$ cat src/rtl/mexp_pkg.sv
// Shared types, constants and register codes for the modular exponentiation block.
package mexp_pkg;

	localparam int WIDTH     = 32;
	localparam int IDX_W     = $clog2(WIDTH);
	localparam int CFG_IDX_W = 2;

	localparam logic [CFG_IDX_W-1:0] REG_MODULUS  = CFG_IDX_W'(0);
	localparam logic [CFG_IDX_W-1:0] REG_EXPONENT = CFG_IDX_W'(1);

	typedef struct packed {
		logic [WIDTH-1:0] base_value;
		logic             last_item;
	} item_t;

	typedef struct packed {
		logic [WIDTH-1:0] result_value;
		logic             last_result;
	} result_t;

	typedef enum logic [3:0] {
		ST_IDLE,
		ST_RED,
		ST_RBASE,
		ST_SQS,
		ST_SQ,
		ST_SQT,
		ST_MLS,
		ST_ML,
		ST_MLT,
		ST_ENX,
		ST_FIN
	} state_t;

	typedef enum logic {
		OP_SQUARE,
		OP_MULT
	} opsel_t;

	typedef struct packed {
		logic   load;
		logic   setup;
		opsel_t opsel;
		logic   step;
		logic   take_base;
		logic   take_acc;
		logic   exp_next;
		logic   finish;
	} cmd_t;

	typedef struct packed {
		logic mul_last;
		logic exp_bit;
		logic exp_last;
	} status_t;

endpackage

$ cat src/rtl/modular_exponentiation.sv
// Top level of the modular exponentiation block: sequencer plus datapath.
//
//   channel   handshake               word
//   item      start / busy            item (base_value, last_item)
//   result    done (one-cycle strobe) result (result_value, last_result)
//   config    cfg_valid / cfg_ready   cfg_index, cfg_data
//
// One item at a time; the shared bit-serial multiplier handles every product.
// busy stays high until the result is in its output register.
// Reset sets modulus and exponent to 1 and returns the sequencer to idle.
// The receiver cannot stall; cfg_ready is always high.
// The user must write the keys only while idle; the block itself does not enforce it.
module modular_exponentiation (
	input  logic                           clk,
	input  logic                           arst_n,
	input  logic                           start,
	output logic                           busy,
	input  mexp_pkg::item_t                item,
	output logic                           done,
	output mexp_pkg::result_t              result,
	input  logic                           cfg_valid,
	output logic                           cfg_ready,
	input  logic [mexp_pkg::CFG_IDX_W-1:0] cfg_index,
	input  logic [mexp_pkg::WIDTH-1:0]     cfg_data
);
	import mexp_pkg::*;

	cmd_t    cmd;
	status_t status;

	assign cfg_ready = 1'b1;

	mexp_ctrl u_ctrl (
		.clk    (clk),
		.arst_n (arst_n),
		.start  (start),
		.status (status),
		.busy   (busy),
		.cmd    (cmd)
	);

	mexp_dp u_dp (
		.clk       (clk),
		.arst_n    (arst_n),
		.cfg_valid (cfg_valid),
		.cfg_index (cfg_index),
		.cfg_data  (cfg_data),
		.item      (item),
		.cmd       (cmd),
		.status    (status),
		.result    (result),
		.done      (done)
	);

endmodule

$ cat src/rtl/mexp_ctrl.sv
// Sequencer for square-and-multiply: drives the datapath one command word per cycle.
module mexp_ctrl (
	input  logic             clk,
	input  logic             arst_n,
	input  logic             start,
	input  mexp_pkg::status_t status,
	output logic             busy,
	output mexp_pkg::cmd_t   cmd
);
	import mexp_pkg::*;

	state_t state_q;
	state_t state_d;

	always_ff @(posedge clk or negedge arst_n) begin
		if (!arst_n) begin
			state_q <= ST_IDLE;
		end else begin
			state_q <= state_d;
		end
	end

	always_comb begin
		state_d = state_q;
		case (state_q)
			ST_IDLE: begin
				if (start) state_d = ST_RED;
			end
			ST_RED: begin
				if (status.mul_last) state_d = ST_RBASE;
			end
			ST_RBASE: state_d = ST_SQS;
			ST_SQS:   state_d = ST_SQ;
			ST_SQ: begin
				if (status.mul_last) state_d = ST_SQT;
			end
			ST_SQT: begin
				if (status.exp_bit) state_d = ST_MLS;
				else if (status.exp_last) state_d = ST_FIN;
				else state_d = ST_ENX;
			end
			ST_MLS: state_d = ST_ML;
			ST_ML: begin
				if (status.mul_last) state_d = ST_MLT;
			end
			ST_MLT: begin
				if (status.exp_last) state_d = ST_FIN;
				else state_d = ST_ENX;
			end
			ST_ENX: state_d = ST_SQS;
			ST_FIN: state_d = ST_IDLE;
			default: state_d = ST_IDLE;
		endcase
	end

	always_comb begin
		cmd  = '0;
		busy = 1'b1;
		case (state_q)
			ST_IDLE: begin
				busy     = 1'b0;
				cmd.load = start;
			end
			ST_RED:   cmd.step = 1'b1;
			ST_RBASE: cmd.take_base = 1'b1;
			ST_SQS: begin
				cmd.setup = 1'b1;
				cmd.opsel = OP_SQUARE;
			end
			ST_SQ:  cmd.step = 1'b1;
			ST_SQT: cmd.take_acc = 1'b1;
			ST_MLS: begin
				cmd.setup = 1'b1;
				cmd.opsel = OP_MULT;
			end
			ST_ML:  cmd.step = 1'b1;
			ST_MLT: cmd.take_acc = 1'b1;
			ST_ENX: cmd.exp_next = 1'b1;
			ST_FIN: cmd.finish = 1'b1;
			default: busy = 1'b0;
		endcase
	end

endmodule

$ cat src/rtl/mexp_dp.sv
// Datapath: key registers, accumulator and a bit-serial modular multiplier.
module mexp_dp (
	input  logic                               clk,
	input  logic                               arst_n,
	input  logic                               cfg_valid,
	input  logic [mexp_pkg::CFG_IDX_W-1:0]     cfg_index,
	input  logic [mexp_pkg::WIDTH-1:0]         cfg_data,
	input  mexp_pkg::item_t                    item,
	input  mexp_pkg::cmd_t                     cmd,
	output mexp_pkg::status_t                  status,
	output mexp_pkg::result_t                  result,
	output logic                               done
);
	import mexp_pkg::*;

	logic [WIDTH-1:0] mod_q;
	logic [WIDTH-1:0] exp_q;
	logic [WIDTH-1:0] base_q;
	logic [WIDTH-1:0] acc_q;
	logic [WIDTH-1:0] mul_a_q;
	logic [WIDTH-1:0] mul_b_q;
	logic [WIDTH-1:0] mul_r_q;
	logic [IDX_W-1:0] mcnt_q;
	logic [IDX_W-1:0] ecnt_q;
	logic             last_q;
	result_t          result_q;
	logic             done_q;

	logic [WIDTH+1:0] sum;
	logic [WIDTH+1:0] mod1;
	logic [WIDTH+1:0] mod2;
	logic [WIDTH-1:0] mul_next;

	// 2r + a stays below 3m, so one of three candidates is the residue
	always_comb begin
		mod1 = {2'b00, mod_q};
		mod2 = {1'b0, mod_q, 1'b0};
		sum  = {1'b0, mul_r_q, 1'b0} + (mul_b_q[WIDTH-1] ? {2'b00, mul_a_q} : '0);
		if (sum >= mod2) mul_next = WIDTH'(sum - mod2);
		else if (sum >= mod1) mul_next = WIDTH'(sum - mod1);
		else mul_next = WIDTH'(sum);
	end

	always_ff @(posedge clk or negedge arst_n) begin
		if (!arst_n) begin
			mod_q <= WIDTH'(1);
			exp_q <= WIDTH'(1);
		end else if (cfg_valid) begin
			case (cfg_index)
				REG_MODULUS:  mod_q <= cfg_data;
				REG_EXPONENT: exp_q <= cfg_data;
				default: ;
			endcase
		end
	end

	always_ff @(posedge clk or negedge arst_n) begin
		if (!arst_n) begin
			done_q <= 1'b0;
		end else begin
			done_q <= cmd.finish;
		end
	end

	always_ff @(posedge clk) begin
		// reduce the base by multiplying it with one
		if (cmd.load) begin
			last_q  <= item.last_item;
			mul_a_q <= WIDTH'(1);
			mul_b_q <= item.base_value;
			mul_r_q <= '0;
			mcnt_q  <= IDX_W'(WIDTH - 1);
			ecnt_q  <= IDX_W'(WIDTH - 1);
		end
		if (cmd.setup) begin
			mul_r_q <= '0;
			mcnt_q  <= IDX_W'(WIDTH - 1);
			mul_b_q <= acc_q;
			case (cmd.opsel)
				OP_SQUARE: mul_a_q <= acc_q;
				OP_MULT:   mul_a_q <= base_q;
				default:   mul_a_q <= acc_q;
			endcase
		end
		if (cmd.step) begin
			mul_r_q <= mul_next;
			mul_b_q <= {mul_b_q[WIDTH-2:0], 1'b0};
			mcnt_q  <= mcnt_q - IDX_W'(1);
		end
		if (cmd.take_base) begin
			base_q <= mul_r_q;
			acc_q  <= (mod_q == WIDTH'(1)) ? '0 : WIDTH'(1);
		end
		if (cmd.take_acc) begin
			acc_q <= mul_r_q;
		end
		if (cmd.exp_next) begin
			ecnt_q <= ecnt_q - IDX_W'(1);
		end
		if (cmd.finish) begin
			result_q.result_value <= (mod_q == '0) ? '0 : acc_q;
			result_q.last_result  <= last_q;
		end
	end

	assign status.mul_last = (mcnt_q == '0);
	assign status.exp_bit  = exp_q[ecnt_q];
	assign status.exp_last = (ecnt_q == '0);
	assign result          = result_q;
	assign done            = done_q;

endmodule

$ cat config.mk
export PLATFORM = sky130hd
export DESIGN_NAME = modular_exponentiation
export DESIGN_NICKNAME = d
export VERILOG_FILES = /design/src/rtl/mexp_pkg.sv /design/src/rtl/modular_exponentiation.sv /design/src/rtl/mexp_ctrl.sv /design/src/rtl/mexp_dp.sv
export SDC_FILE = /design/constraint.sdc
export NUM_CORES = 1
export LEC_CHECK = 0
export BUFFER_PORTS_ARGS = -buffer_cell sky130_fd_sc_hd__clkbuf_2
export CORE_MARGIN = 8
export CORE_UTILIZATION = 45
export DETAILED_ROUTE_END_ITERATION = 8
export HOLD_SLACK_MARGIN = 0.03
export SYNTH_ARGS = -nofsm -noshare
export SYNTH_HDL_FRONTEND = slang
export SYNTH_HIERARCHICAL = 1
export SYNTH_SLANG_ARGS = --single-unit
$ cat constraint.sdc
create_clock -name clk -period 6.5 [get_ports clk]
set_input_delay 1.95 -clock clk [delete_from_list [all_inputs] [get_ports clk]]
set_output_delay 1.95 -clock clk [all_outputs]
set_load 0.1 [all_outputs]
==> metrics.txt <==
H-tree depth=1; gr usage total=19.1%; Top Ports=between 100 and 150; Synth top area share=approximately a third; Hold Fails Final Rpt=0; Die X-Extent=212 um; Final Max Slew Viols=0; EDFF count, synth=just over 200; crit path DAT=6.26 ns; total core area=37800 sq um; initial core utilization=between 40% and 50%; critical path class=reg -> reg; CTS Buf Count=30; asr flop ratio synth=between 20% and 30%; relative slew slack=~20%; pin count of the biggest net entering global routing=70; share of post-route cells with drive strength above 1=14.2%; area grow syn2layout=11.1%; hpwl dp=~33 mm; total vias in the final route=~13000; via density per instance=~5.6; post-synth net total=1843; dominant cell type by area after synthesis=edfxtp_1; number of global-route vias before repair=approximately 12000; post-route minimum period=5.84 ns; first-pass GRT wire length=just under 70 mm; Clock Latency Late Sink=about 0.59 ns; status=finished clean; WHS=0.445 ns; First DRT Iteration DRCs=about 880; Worst setup EP type=flip-flop; Die H=~210 um; synthesized instance count=approximately 1700; RSZ-0062 raised after global routing=false; clk slew on worst S/H paths=0.06 ns; largest fanout on the critical path=34; Reg2Reg Depth=20; post-route setup TNS=0 ns; CP startpoint kind=flip-flop; Root Buffer=clkbuf_16; ys flop type=edfxtp_1; DRT Wirelength=approximately 43 mm; Synth Warn #=6; Critical Path Stages=20; Crit-path slowest cell=edfxtp_1; CTS sink cnt=about 270; Synth top cells by count=edfxtp_1, nand2_1, o21ai_0; post-synthesis sequential area ratio=a little under half; Cell Area, Synth=17300 sq um; WL/cell=between 15 and 20 um; Hold Crit Class=reg -> reg; drt first pass iters=5; layout net count=1922; Cell Rows=71; hold depth=0; slowest stage delay, CP=~0.60 ns; count of state elements after synthesis=between 200 and 300; Final GP Congestion=roughly 0.96; Setup Skew=between 0.02 and 0.025 ns; number of port buffers=105; die footprint=~45000 sq um; CTS max path bufs=3; GRT overflow=0; Yosys cell types=99; antenna-violating nets left=0; top cells by area, synth=edfxtp_1, dfrtp_1, ha_1; worst-margin pin slew=approximately 1.2 ns; critical-path cell list=and2_1 > ha_1 > inv_1 > fa_1 > nand2b_1 > a21o_1 > a211oi_2 > o211ai_1 > o21bai_1 > xor2_1 > ha_1 > a2111oi_4 > o21ai_1 > a31o_1 > a221oi_2 > o41a_2 > o221a_4 > buf_4 > o21ai_0 > a31oi_1; WP data required=approximately 6.9 ns; highest clock rate=171 MHz; antenna violations before repair=0; Avg Synthesized Cell Area=10.3 sq um; PostCTS Resize Cnt=0; # setup viols final=0; # DRC=0; most frequent cell after synthesis=edfxtp_1; CP delay by family, top=compound AO/OA/AOI/OAI gates; max-cap violation count=0; most numerous cell on the critical path=ha_1; worst path bufs/invs=2; CTS tree=built; period utilization=between 80% and 90%
## final timing paths
path | from | end | slack (ns)
max | u_dp/mul_b_q[31]$_DFFE_PP_ | u_dp/mul_r_q[8]$_SDFFCE_PN0P_ | 0.66
min | u_dp/last_q$_DFFE_PP_ | u_dp/result[0]$_DFFE_PP_ | 0.45
max reg2reg | u_dp/mul_b_q[31]$_DFFE_PP_ | u_dp/mul_r_q[8]$_SDFFCE_PN0P_ | 0.66
min reg2reg | u_dp/last_q$_DFFE_PP_ | u_dp/result[0]$_DFFE_PP_ | 0.45
max in group asynchronous | arst_n | u_dp/mod_q[4]$_DFFE_PN0P_ | 4.38
min in group asynchronous | arst_n | u_dp/exp_q[27]$_DFFE_PN0P_ | 1.54
## flip-flops by register name, summed over array words and instances, names as in the netlist, 32 cells and up
| signal | count |
|---|---|
| u_dp/result | 33 |
| u_dp/acc_q | 32 |
| u_dp/exp_q | 32 |
| u_dp/base_q | 32 |
| u_dp/mul_a_q | 32 |
| u_dp/mul_r_q | 32 |
| u_dp/mod_q | 32 |
| u_dp/mul_b_q | 32 |
## layer usage
metal  share of wire, %  track usage [%]  vias to the layer above  wire, um
li1                   -                -                     6319         -
met1                 51             28.7                     6070     21900
met2                 42             28.3                      330     18100
met3                4.7             2.60                       62      2030
met4                2.7             5.13                        0      1190
met5                  0                0                        -         0
## metrics by stage
| step | instances | setup WS (ns) | instance area [sq um] | util, % |
|---|---|---|---|---|
| floorplan | 1670 | 1.79 | 17300 | - |
| global placement | 2227 | 0.604 | 18300 | 48.3 |
| detailed placement | 2227 | 0.513 | 18300 | 48.3 |
| CTS | 2281 | 0.488 | 19200 | 50.8 |
| global route | 2282 | 0.174 | 19200 | 50.8 |
| finish | 2284 | 0.660 | 19200 | 50.8 |
## repair_timing
action                                 4_1_cts  5_1_grt
buffers inserted                             0        1
setup endpoints to repair                    0        2
endpoints found under the hold margin        0        0
hold buffers                                 0        0
## layout by cell type (no fill, tap or decap), types with 6 or more instances in the layout
cell,instances
a211oi_1,12
a21boi_0,6
a21o_1,35
a21oi_1,91
a31oi_1,33
and2_1,66
and3_1,18
buf_4,16
clkbuf_1,13
clkbuf_16,31
clkbuf_2,104
dfrtp_1,67
edfxtp_1,203
ha_1,99
inv_1,64
mux2_2,35
mux2i_1,71
mux4_2,10
nand2_1,179
nand2b_1,11
nand3_1,33
nand4_1,19
nor2_1,69
nor2b_1,71
nor3_1,20
nor4_1,8
o211ai_1,16
o21a_1,13
o21ai_0,118
o21ai_1,17
o21bai_1,9
xnor2_1,51
xor2_1,28
## logic make-up (layout without fill, tap and decap cells)
group,count (synthesis),after routing,share of synthesized area (%)
adders and majority gates,102,102,7.52
DFF,273,273,45.4
buffers and inverters,140,241,3.43
other,1,3,0.0217
and+or+nand+nor,534,534,15.7
muxes,116,116,7.70
xor gates and xnor gates,79,79,4.01
AOI/OAI and AO/OA,425,425,16.2
## cell type report
class                      count  area, sq um
fill                        3439        18600
clock buffer                  44          825
inverter                      65          244
clock inverter                10         95.1
sequential                   273         7850
antenna                        2         5.00
tap                          511          639
multi-input combinational   1257         8880
timing repair buffer         122          653
Power is not shown: default switching activity piles up to over one toggle a cycle in this logic, so the estimate is an artifact.
